--- config.mk ---
export PLATFORM = sky130hd
export DESIGN_NAME = three_class_prefix_byte_decoder_unit_flat
export DESIGN_NICKNAME = d
export VERILOG_FILES = /design/src/tcpbd_pkg.sv /design/src/tcpbd_ifs.sv /design/src/tcpbd_ctrl.sv /design/src/tcpbd_dp.sv /design/src/three_class_prefix_byte_decoder_unit.sv /design/src/flat_wrapper.sv
export SDC_FILE = /design/constraint.sdc
export NUM_CORES = 1
export LEC_CHECK = 0
export ABC_CLOCK_PERIOD_IN_PS = 10100
export BUFFER_PORTS_ARGS = -buffer_cell sky130_fd_sc_hd__buf_4
export CORE_ASPECT_RATIO = 2
export CORE_MARGIN = 3
export CORE_UTILIZATION = 56
export CTS_CLUSTER_SIZE = 20
export DETAILED_ROUTE_END_ITERATION = 16
export MAX_ROUTING_LAYER = met4
export PLACE_DENSITY_LB_ADDON = 0.12
export REMOVE_ABC_BUFFERS = 1
export SLEW_MARGIN = 10
export SYNTH_ARGS = -nofsm -noshare
export SYNTH_HDL_FRONTEND = slang
export SYNTH_HIERARCHICAL = 1
export SYNTH_SLANG_ARGS = --single-unit
--- constraint.sdc ---
create_clock -name clk -period 10.1 [get_ports clk]
set_clock_uncertainty 0.1 [all_clocks]
set_input_delay 0.505 -clock clk [delete_from_list [all_inputs] [get_ports clk]]
set_output_delay 0.505 -clock clk [all_outputs]
set_load 0.1 [all_outputs]
--- src/tcpbd_pkg.sv ---
// tcpbd_pkg: shared types and constants for the three-class prefix byte decoder
// no dependencies; imported by the interfaces, controller, datapath and top level

package tcpbd_pkg;

    localparam int BYTE_W       = 8;
    localparam int COUNT_W      = 24;
    localparam int TABLE_LEN    = 20;
    localparam int COMMON_LEN   = 4;
    localparam int FILL_W       = 5;
    localparam int BUF_W        = 32;
    localparam int HOLD_W       = 6;
    localparam int REFILL_LIMIT = 24;
    localparam int PAD_LIMIT    = 8;
    localparam int PAD_W        = 4;

    typedef enum logic [1:0] {
        STATUS_DATA  = 2'd0,
        STATUS_TRUNC = 2'd1,
        STATUS_SHORT = 2'd2,
        STATUS_EMPTY = 2'd3
    } result_status_t;

    typedef enum logic [1:0] {
        ST_IDLE,
        ST_PROC,
        ST_SHORT,
        ST_LOOP
    } ctrl_state_t;

    typedef struct packed {
        logic           load_item;
        logic           clear_job;
        logic           set_finished;
        logic           table_write;
        logic           shift_in;
        logic           pad;
        logic           emit_sym;
        logic           emit_status;
        result_status_t code;
    } dp_cmd_t;

    typedef struct packed {
        logic job_finished;
        logic count_reached;
        logic table_full;
        logic table_last;
        logic at_end;
        logic buf_low;
        logic pads_full;
        logic slot_free;
        logic sym_done;
    } dp_status_t;

endpackage

--- src/tcpbd_ifs.sv ---
// tcpbd_in_if / tcpbd_out_if: valid-ready channels for compressed and decoded items
// depends on tcpbd_pkg for field widths

interface tcpbd_in_if
    import tcpbd_pkg::*;
    ();
    logic              valid;
    logic              ready;
    logic [BYTE_W-1:0] in_byte;
    logic              stream_end;

    modport source (output valid, output in_byte, output stream_end, input ready);
    modport sink (input valid, input in_byte, input stream_end, output ready);
endinterface

interface tcpbd_out_if
    import tcpbd_pkg::*;
    ();
    logic              valid;
    logic              ready;
    logic [BYTE_W-1:0] out_byte;
    logic [1:0]        status;
    logic              last;

    modport source (output valid, output out_byte, output status, output last, input ready);
    modport sink (input valid, input out_byte, input status, input last, output ready);
endinterface

--- src/tcpbd_ctrl.sv ---
// tcpbd_ctrl: sequencer for the decoder, one input item at a time
// depends on tcpbd_pkg (state enum, command and status structs)

module tcpbd_ctrl
    import tcpbd_pkg::*;
(
    input  logic       clk,
    input  logic       rst_n,
    input  logic       in_valid,
    output logic       in_ready,
    input  dp_status_t sts,
    output dp_cmd_t    cmd
);

    ctrl_state_t state_reg;
    ctrl_state_t state_next;

    always_ff @(posedge clk or negedge rst_n)
    begin
        if (!rst_n)
        begin
            state_reg <= ST_IDLE;
        end
        else
        begin
            state_reg <= state_next;
        end
    end

    always_comb
    begin
        state_next = state_reg;
        cmd        = '0;
        cmd.code   = STATUS_DATA;
        in_ready   = 1'b0;
        unique case (state_reg)
            ST_IDLE:
            begin
                in_ready = 1'b1;
                if (in_valid)
                begin
                    cmd.load_item = 1'b1;
                    state_next    = ST_PROC;
                end
            end
            ST_PROC:
            begin
                priority if (sts.job_finished)
                begin
                    // bytes after completion are dropped until the stream end
                    cmd.clear_job = sts.at_end;
                    state_next    = ST_IDLE;
                end
                else if (sts.count_reached)
                begin
                    if (sts.slot_free)
                    begin
                        cmd.emit_status  = 1'b1;
                        cmd.code         = STATUS_EMPTY;
                        cmd.clear_job    = sts.at_end;
                        cmd.set_finished = !sts.at_end;
                        state_next       = ST_IDLE;
                    end
                end
                else if (!sts.table_full)
                begin
                    cmd.table_write = 1'b1;
                    priority if (sts.table_last)
                    begin
                        state_next = ST_LOOP;
                    end
                    else if (sts.at_end)
                    begin
                        state_next = ST_SHORT;
                    end
                    else
                    begin
                        state_next = ST_IDLE;
                    end
                end
                else
                begin
                    cmd.shift_in = 1'b1;
                    state_next   = ST_LOOP;
                end
            end
            ST_SHORT:
            begin
                if (sts.slot_free)
                begin
                    cmd.emit_status = 1'b1;
                    cmd.code        = STATUS_SHORT;
                    cmd.clear_job   = 1'b1;
                    state_next      = ST_IDLE;
                end
            end
            ST_LOOP:
            begin
                priority if (sts.buf_low)
                begin
                    priority if (!sts.at_end)
                    begin
                        state_next = ST_IDLE;
                    end
                    else if (sts.pads_full)
                    begin
                        // a ninth pad byte would be needed
                        if (sts.slot_free)
                        begin
                            cmd.emit_status = 1'b1;
                            cmd.code        = STATUS_TRUNC;
                            cmd.clear_job   = 1'b1;
                            state_next      = ST_IDLE;
                        end
                    end
                    else
                    begin
                        cmd.pad = 1'b1;
                    end
                end
                else if (sts.slot_free)
                begin
                    cmd.emit_sym = 1'b1;
                    if (sts.sym_done)
                    begin
                        cmd.clear_job    = sts.at_end;
                        cmd.set_finished = !sts.at_end;
                        state_next       = ST_IDLE;
                    end
                end
            end
            default:
            begin
                state_next = ST_IDLE;
            end
        endcase
    end

    a_emit_needs_slot: assert property (@(posedge clk) disable iff (!rst_n)
        (cmd.emit_sym || cmd.emit_status) |-> sts.slot_free)
        else $error("result pushed into an occupied output register");

    a_one_emit: assert property (@(posedge clk) disable iff (!rst_n)
        !(cmd.emit_sym && cmd.emit_status) && !(cmd.load_item && state_reg != ST_IDLE))
        else $error("conflicting controller commands");

endmodule

--- src/tcpbd_dp.sv ---
// tcpbd_dp: code table, bit buffer, counters and output register of the decoder
// depends on tcpbd_pkg (constants, command and status structs)

module tcpbd_dp
    import tcpbd_pkg::*;
(
    input  logic               clk,
    input  logic               rst_n,
    input  logic               cfg_we,
    input  logic [COUNT_W-1:0] cfg_wdata,
    input  logic [BYTE_W-1:0]  in_byte,
    input  logic               stream_end,
    input  logic               out_ready,
    output logic               out_valid,
    output logic [BYTE_W-1:0]  out_byte,
    output logic [1:0]         out_status,
    output logic               out_last,
    input  dp_cmd_t            cmd,
    output dp_status_t         sts
);

    logic [COUNT_W-1:0] out_count_reg;
    logic [BYTE_W-1:0]  code_table [TABLE_LEN];
    logic [FILL_W-1:0]  table_fill_reg;
    logic [BUF_W-1:0]   bit_buffer_reg;
    logic [HOLD_W-1:0]  bits_held_reg;
    logic [COUNT_W-1:0] bytes_emitted_reg;
    logic               job_finished_reg;
    logic [PAD_W-1:0]   pad_cnt_reg;
    logic [BYTE_W-1:0]  item_byte_reg;
    logic               item_end_reg;
    logic               out_valid_reg;
    logic [BYTE_W-1:0]  out_byte_reg;
    logic [1:0]         out_status_reg;
    logic               out_last_reg;

    logic [HOLD_W-1:0]  pos2;
    logic [HOLD_W-1:0]  pos3;
    logic [HOLD_W-1:0]  pos6;
    logic [HOLD_W-1:0]  pos10;
    logic [1:0]         prefix;
    logic [FILL_W-1:0]  tbl_idx;
    logic [BYTE_W-1:0]  sym;
    logic [HOLD_W-1:0]  consume;
    logic [COUNT_W-1:0] emitted_inc;
    logic               slot_free;

    // symbol decode from the top of the held window
    always_comb
    begin
        pos2    = bits_held_reg - HOLD_W'(2);
        pos3    = bits_held_reg - HOLD_W'(3);
        pos6    = bits_held_reg - HOLD_W'(6);
        pos10   = bits_held_reg - HOLD_W'(10);
        prefix  = 2'(bit_buffer_reg >> pos2);
        tbl_idx = FILL_W'(2'(bit_buffer_reg >> pos3));
        sym     = code_table[tbl_idx];
        consume = HOLD_W'(3);
        unique case (prefix)
            2'b00, 2'b01:
            begin
                tbl_idx = FILL_W'(2'(bit_buffer_reg >> pos3));
                sym     = code_table[tbl_idx];
                consume = HOLD_W'(3);
            end
            2'b10:
            begin
                tbl_idx = FILL_W'(COMMON_LEN) + FILL_W'(4'(bit_buffer_reg >> pos6));
                sym     = code_table[tbl_idx];
                consume = HOLD_W'(6);
            end
            default:
            begin
                sym     = BYTE_W'(bit_buffer_reg >> pos10);
                consume = HOLD_W'(10);
            end
        endcase
    end

    assign emitted_inc = bytes_emitted_reg + COUNT_W'(1);
    assign slot_free   = !out_valid_reg || out_ready;

    always_comb
    begin
        sts.job_finished  = job_finished_reg;
        sts.count_reached = bytes_emitted_reg >= out_count_reg;
        sts.table_full    = table_fill_reg == FILL_W'(TABLE_LEN);
        sts.table_last    = table_fill_reg == FILL_W'(TABLE_LEN - 1);
        sts.at_end        = item_end_reg;
        sts.buf_low       = bits_held_reg <= HOLD_W'(REFILL_LIMIT);
        sts.pads_full     = pad_cnt_reg == PAD_W'(PAD_LIMIT);
        sts.slot_free     = slot_free;
        sts.sym_done      = emitted_inc >= out_count_reg;
    end

    always_ff @(posedge clk or negedge rst_n)
    begin
        if (!rst_n)
        begin
            out_count_reg     <= '0;
            table_fill_reg    <= '0;
            bit_buffer_reg    <= '0;
            bits_held_reg     <= '0;
            bytes_emitted_reg <= '0;
            job_finished_reg  <= 1'b0;
            pad_cnt_reg       <= '0;
            out_valid_reg     <= 1'b0;
        end
        else
        begin
            if (cfg_we)
            begin
                out_count_reg <= cfg_wdata;
            end
            if (cmd.load_item)
            begin
                pad_cnt_reg <= '0;
            end
            // clearing the job wins over any table, buffer or counter update in the same cycle
            if (cmd.clear_job)
            begin
                table_fill_reg    <= '0;
                bit_buffer_reg    <= '0;
                bits_held_reg     <= '0;
                bytes_emitted_reg <= '0;
                job_finished_reg  <= 1'b0;
            end
            else
            begin
                if (cmd.table_write)
                begin
                    table_fill_reg <= table_fill_reg + FILL_W'(1);
                end
                if (cmd.shift_in)
                begin
                    bit_buffer_reg <= {bit_buffer_reg[BUF_W-BYTE_W-1:0], item_byte_reg};
                    bits_held_reg  <= bits_held_reg + HOLD_W'(BYTE_W);
                end
                if (cmd.pad)
                begin
                    bit_buffer_reg <= {bit_buffer_reg[BUF_W-BYTE_W-1:0], {BYTE_W{1'b0}}};
                    bits_held_reg  <= bits_held_reg + HOLD_W'(BYTE_W);
                    pad_cnt_reg    <= pad_cnt_reg + PAD_W'(1);
                end
                if (cmd.emit_sym)
                begin
                    bits_held_reg     <= bits_held_reg - consume;
                    bytes_emitted_reg <= emitted_inc;
                end
                if (cmd.set_finished)
                begin
                    job_finished_reg <= 1'b1;
                end
            end
            if (cmd.emit_sym || cmd.emit_status)
            begin
                out_valid_reg <= 1'b1;
            end
            else if (out_ready)
            begin
                out_valid_reg <= 1'b0;
            end
        end
    end

    always_ff @(posedge clk)
    begin
        if (cmd.load_item)
        begin
            item_byte_reg <= in_byte;
            item_end_reg  <= stream_end;
        end
        if (cmd.table_write)
        begin
            code_table[table_fill_reg] <= item_byte_reg;
        end
        if (cmd.emit_sym)
        begin
            out_byte_reg   <= sym;
            out_status_reg <= STATUS_DATA;
            out_last_reg   <= sts.sym_done;
        end
        else if (cmd.emit_status)
        begin
            out_byte_reg   <= '0;
            out_status_reg <= cmd.code;
            out_last_reg   <= 1'b1;
        end
    end

    assign out_valid  = out_valid_reg;
    assign out_byte   = out_byte_reg;
    assign out_status = out_status_reg;
    assign out_last   = out_last_reg;

    a_hold_range: assert property (@(posedge clk) disable iff (!rst_n)
        bits_held_reg <= HOLD_W'(BUF_W) && table_fill_reg <= FILL_W'(TABLE_LEN))
        else $error("bit buffer or table fill out of range");

    a_pad_range: assert property (@(posedge clk) disable iff (!rst_n)
        pad_cnt_reg <= PAD_W'(PAD_LIMIT))
        else $error("pad count beyond limit");

endmodule

--- src/three_class_prefix_byte_decoder_unit.sv ---
// three_class_prefix_byte_decoder_unit: top level of the three-class prefix byte decoder
// depends on tcpbd_pkg, tcpbd_ifs (channels), tcpbd_ctrl and tcpbd_dp
//
// usage:
//   in_ch carries one compressed byte per item plus stream_end on the last byte
//   of a job; out_ch carries decoded bytes with status and last. the first 20
//   bytes of a job load the code table, later bytes feed a 32-bit bit buffer.
//   cfg_we/cfg_wdata write out_count, the number of bytes a job yields; write it
//   only while the block is idle.
// sequence:
//   one item at a time. an item is accepted, then classified: a table byte is
//   written to the code table, while a later byte is shifted into the buffer and
//   the refill loop emits decoded bytes while more than 24 bits are held, or on a
//   stream_end item pads with zero bytes, at most eight, before it closes. a
//   decoded byte goes from the loop state straight into the output register.
// reset: clears the job state, out_count and the output register; the code
//   table holds garbage until a job writes it.
// stall: a single output register holds one result; while out_ch is stalled
//   the sequencer waits, and the next item is accepted once the current item's
//   last result sits in the output register.

module three_class_prefix_byte_decoder_unit
    import tcpbd_pkg::*;
(
    input  logic               clk,
    input  logic               rst_n,
    tcpbd_in_if.sink           in_ch,
    tcpbd_out_if.source        out_ch,
    input  logic               cfg_we,
    input  logic [COUNT_W-1:0] cfg_wdata
);

    dp_cmd_t    cmd;
    dp_status_t sts;
    logic       in_ready;

    tcpbd_ctrl u_ctrl (
        .clk      (clk),
        .rst_n    (rst_n),
        .in_valid (in_ch.valid),
        .in_ready (in_ready),
        .sts      (sts),
        .cmd      (cmd)
    );

    tcpbd_dp u_dp (
        .clk        (clk),
        .rst_n      (rst_n),
        .cfg_we     (cfg_we),
        .cfg_wdata  (cfg_wdata),
        .in_byte    (in_ch.in_byte),
        .stream_end (in_ch.stream_end),
        .out_ready  (out_ch.ready),
        .out_valid  (out_ch.valid),
        .out_byte   (out_ch.out_byte),
        .out_status (out_ch.status),
        .out_last   (out_ch.last),
        .cmd        (cmd),
        .sts        (sts)
    );

    assign in_ch.ready = in_ready;

endmodule
--- src/flat_wrapper.sv ---
// flat-port wrapper written by rule: the top's interface ports become plain ports
module three_class_prefix_byte_decoder_unit_flat import tcpbd_pkg::*;
  (clk, rst_n, cfg_we, cfg_wdata, in_ch_valid, in_ch_in_byte, in_ch_stream_end, in_ch_ready, out_ch_valid, out_ch_out_byte, out_ch_status, out_ch_last, out_ch_ready);
  tcpbd_in_if in_ch_i ();
  tcpbd_out_if out_ch_i ();
  input  logic clk;
  input  logic rst_n;
  input  logic cfg_we;
  input  logic [COUNT_W-1:0] cfg_wdata;
  input wire logic [$bits(in_ch_i.valid)-1:0] in_ch_valid;
  input wire logic [$bits(in_ch_i.in_byte)-1:0] in_ch_in_byte;
  input wire logic [$bits(in_ch_i.stream_end)-1:0] in_ch_stream_end;
  output wire logic [$bits(in_ch_i.ready)-1:0] in_ch_ready;
  output wire logic [$bits(out_ch_i.valid)-1:0] out_ch_valid;
  output wire logic [$bits(out_ch_i.out_byte)-1:0] out_ch_out_byte;
  output wire logic [$bits(out_ch_i.status)-1:0] out_ch_status;
  output wire logic [$bits(out_ch_i.last)-1:0] out_ch_last;
  input wire logic [$bits(out_ch_i.ready)-1:0] out_ch_ready;
  assign in_ch_i.valid = in_ch_valid;
  assign in_ch_i.in_byte = in_ch_in_byte;
  assign in_ch_i.stream_end = in_ch_stream_end;
  assign in_ch_ready = in_ch_i.ready;
  assign out_ch_valid = out_ch_i.valid;
  assign out_ch_out_byte = out_ch_i.out_byte;
  assign out_ch_status = out_ch_i.status;
  assign out_ch_last = out_ch_i.last;
  assign out_ch_i.ready = out_ch_ready;
  three_class_prefix_byte_decoder_unit u_core (.clk(clk), .rst_n(rst_n), .in_ch(in_ch_i), .out_ch(out_ch_i), .cfg_we(cfg_we), .cfg_wdata(cfg_wdata));
endmodule
==> impl_metrics.py, run 1 <==
metrics = {
    "clocking": {
        "clk_latency_ns": 0.55,
        "path_clk_slew_ns": 0.07,
        "clock_path_buffers": 3,
        "cts_tree": "done",
        "hold_buffers": 1,
        "clockRootBuffer": "clkbuf_16",
        "cts_buffers": 25,
        "htree_levels": 1,
        "cts_setup_buffers": 0,
        "clock-sinks": 279,
        "post_cts_resized": 0,
    },
    "finish": {
        "stdcell_count": 1866,
        "syn_to_final_growth_pct": 9.43,
        "multi_input_area_mm2": 0.00772,
        "antennaDiodeCount": 0,
        "regArea_mm2": 0.00787,
        "layout-drive-gt1-share": 0.140,
        "fin_nets": 1600,
        "num-fill-cells": 2338,
        "largest_reg_flops": 160,
    },
    "logic_synthesis": {
        "netlist_area_mm2": 0.0161,
        "synth_top_area_cell": "edfxtp_1",
        "yosysUniqueCellTypes": 82,
        "ys.flop_type": "edfxtp_1",
        "synth_cells": 1473,
        "ys_seq_area_frac": 0.487,
        "yosys_register_bits": 279,
        "synthArstFlopShare": 0.355,
        "yosys_warnings": 6,
        "avgSynthCellArea_um2": 11.0,
        "synthTopCellsByArea": "edfxtp_1 33%, dfrtp_1 15%, mux4_2 5.7%, ha_1 5.5%, mux2i_1 4.9%",
        "ys_top_cells_by_count": "178 x edfxtp_1, 178 x nand2_1, 100 x nor2_1",
        "synth_edf_count": 178,
        "yosysTopAreaCellShare": 0.331,
    },
    "global_routing": {
        "grt_overflow_total": 0,
        "grt_pass1_vias": 12100,
        "grt.total_usage": 0.301,
        "grt_pass1_wl_mm": 69.7,
        "grt_max_degree": 74,
        "antenna_found_initial": 0,
    },
    "power_and_ir_drop": {
        "power_density_mw_per_mm2": 269,
        "p_leak_nw": 7.01,
        "ir_worst_vdd_mv": 0.170,
        "finalPower_mw": 4.74,
    },
    "min_path": {
        "hold_class": "in -> reg",
        "worstHoldStart": "in_ch_in_byte[7]",
    },
    "worst_setup_path": {
        "critPathArrivalTime_ns": 6.01,
        "endpoint": "u_core/u_dp/bit_buffer_reg[20]",
        "cp.required_ns": 10.41,
        "crit_type": "reg -> reg",
        "reg2reg_from": "u_core/u_dp/bytes_emitted_reg[0]",
        "reg2regPathDepth": 23,
        "crit_start": "u_core/u_dp/bytes_emitted_reg[0]",
        "critPathMaxFanout": 64,
        "start_kind": "register",
        "endpoint_kind": "register",
        "regToRegSetupSlack_ns": 4.40,
        "reg2reg_to": "u_core/u_dp/bit_buffer_reg[20]",
    },
    "timing": {
        "rsz0062_at_grt": "no",
        "fin_ws_ns": 4.40,
        "relSlewSlack": 0.165,
        "finalCritPeriodShare": 0.565,
        "worst_pin_slew_ns": 1.25,
        "period_needed_ns": 5.70,
        "hold_viol": 0,
        "setup-tns-final_ns": 0,
        "maxSlewViolCount": 0,
        "fmax_mhz": 175,
        "setup_violations": 0,
    },
    "die": {
        "io-pin-count": 51,
        "die_w_um": 126,
        "fp.coreArea_mm2": 0.0283,
        "dieArea_mm2": 0.0310,
        "dieHeight_um": 246,
        "initial_core_util": 0.570,
        "fp-row-count": 87,
    },
    "placement": {
        "place_hpwl_mm": 32.9,
        "pre_cts_ws_ns": 4.37,
        "portBuffers": 50,
        "post-place-cells": 1819,
        "place_congestion": 0.941,
    },
    "drt": {
        "routed_wl_mm": 45.3,
        "postRouteAntennaNets": 0,
        "dr.first_iter.drc_count": 1022,
        "firstDrtPassIters": 6,
        "via_per_inst": 6.40,
        "drc": 0,
        "vias": 11900,
        "routedWlPerCell_um": 24.3,
    },
    "job": {
        "drv_cap": 0,
    },
    "outcome": {
        "status": "completed",
    },
}
metrics by stage:
stage                     cell area [µm²]   util  hold WS (ns)
after global routing                17700  0.624        0.0102
after global placement              16800  0.592         0.339
after detailed placement            16800  0.592         0.342
final                               17700  0.624        0.0293
after CTS                           17700  0.624        0.0157
after floorplan                     15700      -         0.109
kinds of logic (layout without fill, tap and decap cells):
| group | after synthesis | after routing | synth area share |
|---|---|---|---|
| muxes | 144 | 144 | 0.123 |
| and+or+nand+nor | 472 | 472 | 0.140 |
| adders and majority gates | 71 | 71 | 0.0550 |
| buffers and inverters | 131 | 168 | 0.0363 |
| xor gates and xnor gates | 65 | 65 | 0.0357 |
| DFF | 279 | 279 | 0.487 |
| AOI/OAI and AO/OA | 311 | 311 | 0.123 |
how the worst min path moves through the flow:
stage                                    endpoint  slack (ns)  cells past startpoint
floorplan              u_core/u_ctrl/state_reg[0]        0.11                      0
global placement    u_core/u_dp/out_count_reg[16]        0.34                      1
detailed placement  u_core/u_dp/out_count_reg[16]        0.34                      1
CTS                  u_core/u_dp/item_byte_reg[1]        0.02                      1
global route         u_core/u_dp/item_byte_reg[5]        0.01                      1
finish               u_core/u_dp/item_byte_reg[7]        0.03                      1
worst max-delay path, cell delays in order, from the launching register on:
cell,delay [ns]
dfrtp_1,0.46
ha_1,0.24
and3_1,0.22
and3_1,0.29
and3_1,0.27
nand3_1,0.11
xnor2_1,0.14
ha_1,0.30
a21o_1,0.17
a21o_1,0.17
a21o_1,0.17
a21oi_1,0.13
o21ai_0,0.09
a21oi_1,0.22
o21a_1,0.16
o21ai_0,0.16
mux2_2,0.30
a21boi_0,0.30
o22ai_4,0.10
buf_4,0.31
or2_2,0.44
nor2_2,0.14
buf_4,0.37
o21ai_0,0.16
per-layer routing:
metal	routed length (µm)	global-route usage	vias to the layer above
li1	-	-	5487
met3	1850	0.0354	190
met4	4090	0.222	0
met2	24600	0.549	439
met1	14700	0.286	5819
met5	0	-	-
where the power goes:
part	switching [mW]	leakage, nW	total, mW	internal [mW]
Clock	0.428	0.436	1.01	0.587
Combinational	1.42	3.63	2.17	0.758
Sequential	0.192	2.95	1.55	1.36
final cells by class:
class                   count  area share
well taps                 356      0.0252
inverters                  47     0.00999
clock buffers              33      0.0431
clock inverters            13     0.00758
multi-input cells        1063       0.437
repair buffers             75      0.0320
flip-flops and latches    279       0.445
layout by cell type, fill, tap and decap left out, types with 4 or more instances in the layout:
cell type  synthesis  final
a211oi_1          19     19
a21o_1            17     17
a21oi_1           66     66
a221o_1            6      6
a221oi_1          11     11
a22o_1             7      7
a22oi_1           14     14
a31oi_1            6      6
and2_1            12     12
and3_1            17     17
buf_4              6     74
clkbuf_16          0     29
dfrtp_1           99     97
edfxtp_1         178    178
ha_1              71     71
inv_1             46     46
mux2_2            23     23
mux2i_1           79     79
mux4_2            41     41
nand2_1          178    178
nand2b_1          37     37
nand3_1           32     32
nand4_1           22     22
nor2_1           100     99
nor2b_1           14     14
nor3_1            21     20
nor3b_1            5      5
o211ai_1           9      9
o21a_1             6      6
o21ai_0           98     98
o22ai_1           13     12
o31ai_1            4      4
or2_2              6      6
or3_1              5      5
xnor2_1           22     22
xor2_1            42     42
Power figures use the tool's default switching activity.
==> inputs of run 2 (changes only) <==
Settings changed: ABC_AREA from default to 1, ABC_CLOCK_PERIOD_IN_PS 10100 to 5600.
Clock period 10.1 ns to 5.6 ns, I/O delays scaled along.
==> run 2 against run 1 <==
Compared with the run above:
- via count rose by 13%
- sequential cell count did not move
- non-clock buffer count rose by 28
==> impl_metrics.py, run 2 <==
metrics = {
    "outcome": {
        "status": "completed",
    },
    "drt": {
        "postRouteAntennaNets": 0,
        "drc": 0,
        "via_per_inst": 5.93,
        "highest_layer": "met4",
        "routed_wl_mm": 46.4,
        "vias": 13400,
        "drt-met1-wl_mm": 15.8,
        "dr.first_iter.drc_count": 1090,
        "firstDrtPassIters": 5,
        "wl_met2_mm": 25.5,
        "wl_met3_mm": 1.80,
        "routedWlPerCell_um": 20.5,
    },
    "clocking": {
        "clockRootBuffer": "clkbuf_16",
        "htree_levels": 1,
        "clk_latency_ns": 0.56,
        "cts_tree": "done",
        "path_clk_slew_ns": 0.07,
        "clock_path_buffers": 3,
        "cts_buffers": 25,
        "clock-sinks": 279,
    },
    "placement": {
        "portBuffers": 50,
        "pre_cts_ws_ns": 0.608,
        "post-place-cells": 2186,
        "place_hpwl_mm": 34.2,
        "place_congestion": 0.990,
    },
    "power_and_ir_drop": {
        "ir_worst_vdd_mv": 0.443,
        "p_leak_nw": 7.59,
        "power_density_mw_per_mm2": 610,
        "finalPower_mw": 10.7,
    },
    "finish": {
        "syn_to_final_growth_pct": 10.1,
        "fin_nets": 2004,
        "stdcell_count": 2265,
        "layout-drive-gt1-share": 0.0831,
        "antennaDiodeCount": 0,
        "num-fill-cells": 2402,
        "largest_reg_flops": 160,
        "final_cell_mix": "462 x nand2_1, 358 x nand3_1, 178 x edfxtp_1",
        "final_common_cell": "nand2_1",
    },
    "worst_setup_path": {
        "critPathMaxFanout": 23,
        "start_kind": "register",
        "crit_type": "reg -> reg",
        "endpoint_kind": "register",
        "cp.required_ns": 5.95,
        "critPathArrivalTime_ns": 5.23,
        "reg2regPathDepth": 25,
    },
    "job": {
        "drv_cap": 0,
    },
    "global_routing": {
        "grt.total_usage": 0.311,
        "grt_max_degree": 82,
        "grt_pass1_vias": 13400,
        "grt_overflow_total": 0,
        "antenna_found_initial": 0,
        "grt_pass1_wl_mm": 73.0,
    },
    "logic_synthesis": {
        "synth_top_area_cell": "edfxtp_1",
        "ys.flop_type": "edfxtp_1",
        "synth_xor_area_frac": 0.0183,
        "yosys-mux-area-fraction": 0.00329,
        "synth_cells": 1854,
        "netlist_area_mm2": 0.0160,
        "synthAdderAreaFrac": 0.0556,
        "yosysMostFrequentCell": "nand2_1",
        "yosys_register_bits": 279,
        "avgSynthCellArea_um2": 8.62,
        "yosysUniqueCellTypes": 57,
        "ys_seq_area_frac": 0.492,
        "synth_top_family_by_area": "simple AND/OR/NAND/NOR gates",
        "synthSimpleGateAreaFrac": 0.266,
        "yosys_warnings": 6,
        "yosysTopAreaCellShare": 0.334,
        "synth-compound-area-share": 0.0911,
        "synthArstFlopShare": 0.355,
        "synth_edf_count": 178,
        "synthTopCellsByArea": "edfxtp_1 33%, dfrtp_1 15%, nand3_1 11%, nand2_1 11%, ha_1 5.6%",
        "ys_top_cells_by_count": "462 x nand2_1, 359 x nand3_1, 178 x edfxtp_1",
    },
    "die": {
        "fp.coreArea_mm2": 0.0279,
        "dieHeight_um": 245,
        "fp-row-count": 86,
        "dieArea_mm2": 0.0307,
        "io-pin-count": 51,
        "initial_core_util": 0.574,
        "die_w_um": 125,
    },
    "timing": {
        "hold_viol": 0,
        "rsz0062_at_grt": "no",
        "fmax_mhz": 205,
        "maxSlewViolCount": 0,
        "hold_ws_ns": 0.0560,
        "relSlewSlack": 0.331,
        "setup-tns-final_ns": 0,
        "finalCritPeriodShare": 0.871,
        "period_needed_ns": 4.87,
        "fin_ws_ns": 0.725,
        "setup_violations": 0,
        "worst_pin_slew_ns": 1.00,
    },
    "min_path": {
        "holdPathStages": 3,
        "hold_class": "in -> reg",
    },
}
-- run 2: cells by family (layout without fill, tap and decap cells) --
group | count (synthesis) | count (layout)
mux | 5 | 5
xor+xnor | 27 | 27
compound gates | 251 | 251
flops | 279 | 279
simple gates | 956 | 956
fa+ha+maj | 71 | 71
buf+inv | 265 | 324
-- run 2: repair_timing --
item                                    in CTS  in global routing
endpoints found under the setup margin       0                 31
hold endpoints to repair                    70                  0
hold buffers                                34                  0
setup buffers                                0                  0
resized for setup                            0                  1
-- run 2: layout make-up --
type,count,area [µm²],area share
clock buffer,27,633,0.0360
clock inverter,18,203,0.0115
inverter,176,663,0.0377
multi-input combinational,1310,6940,0.394
sequential,279,7860,0.447
tap,352,440,0.0250
timing repair buffer,103,858,0.0488
-- run 2: worst paths after layout --
kind	slack, ns	start	to
max in group asynchronous	4.07	rst_n	u_core/u_dp/bit_buffer_reg[17]
min in group asynchronous	0.11	rst_n	u_core/u_dp/out_count_reg[4]
min reg2reg	0.43	u_core/u_dp/pad_cnt_reg[2]	u_core/u_dp/pad_cnt_reg[2]
max	0.73	u_core/u_dp/bytes_emitted_reg[1]	u_core/u_dp/bytes_emitted_reg[15]
min	0.06	cfg_we	u_core/u_dp/out_count_reg[4]
max reg2reg	0.73	u_core/u_dp/bytes_emitted_reg[1]	u_core/u_dp/bytes_emitted_reg[15]
-- run 2: critical path, stage by stage, from the launching register on --
cell	delay, ns
dfrtp_1	0.41
ha_1	0.24
nand4_1	0.16
nor2_1	0.13
nand2_1	0.08
nor2_1	0.17
inv_1	0.09
nor3_1	0.25
xor2_1	0.27
ha_1	0.28
nand2_1	0.08
nor2_1	0.05
a211oi_1	0.16
nor3_1	0.07
a2111oi_0	0.30
nand2_1	0.15
nand2_1	0.08
nand2_1	0.06
nand2_1	0.08
nand2_1	0.08
o211ai_1	0.22
nand3_2	0.26
nor2_1	0.17
buf_4	0.16
inv_1	0.33
o21ai_0	0.31
-- run 2: report_power, final --
part	internal (mW)	total [mW]	switching, mW
registers	2.44	2.65	0.207
logic	1.71	6.33	4.62
clock network	0.973	1.76	0.791
total	5.12	10.7	5.62
-- run 2: stage by stage --
stage / utilization / area, µm²
after floorplan: - / 15500
after global placement: 0.589 / 16400
after detailed placement: 0.589 / 16400
after CTS: 0.631 / 17600
after global routing: 0.632 / 17600
final: 0.632 / 17600
-- run 2: routing by layer --
layer	global-route usage	vias to the layer above
met5	-	-
met4	0.193	0
met3	0.0248	151
met2	0.571	456
met1	0.317	6391
li1	-	6431
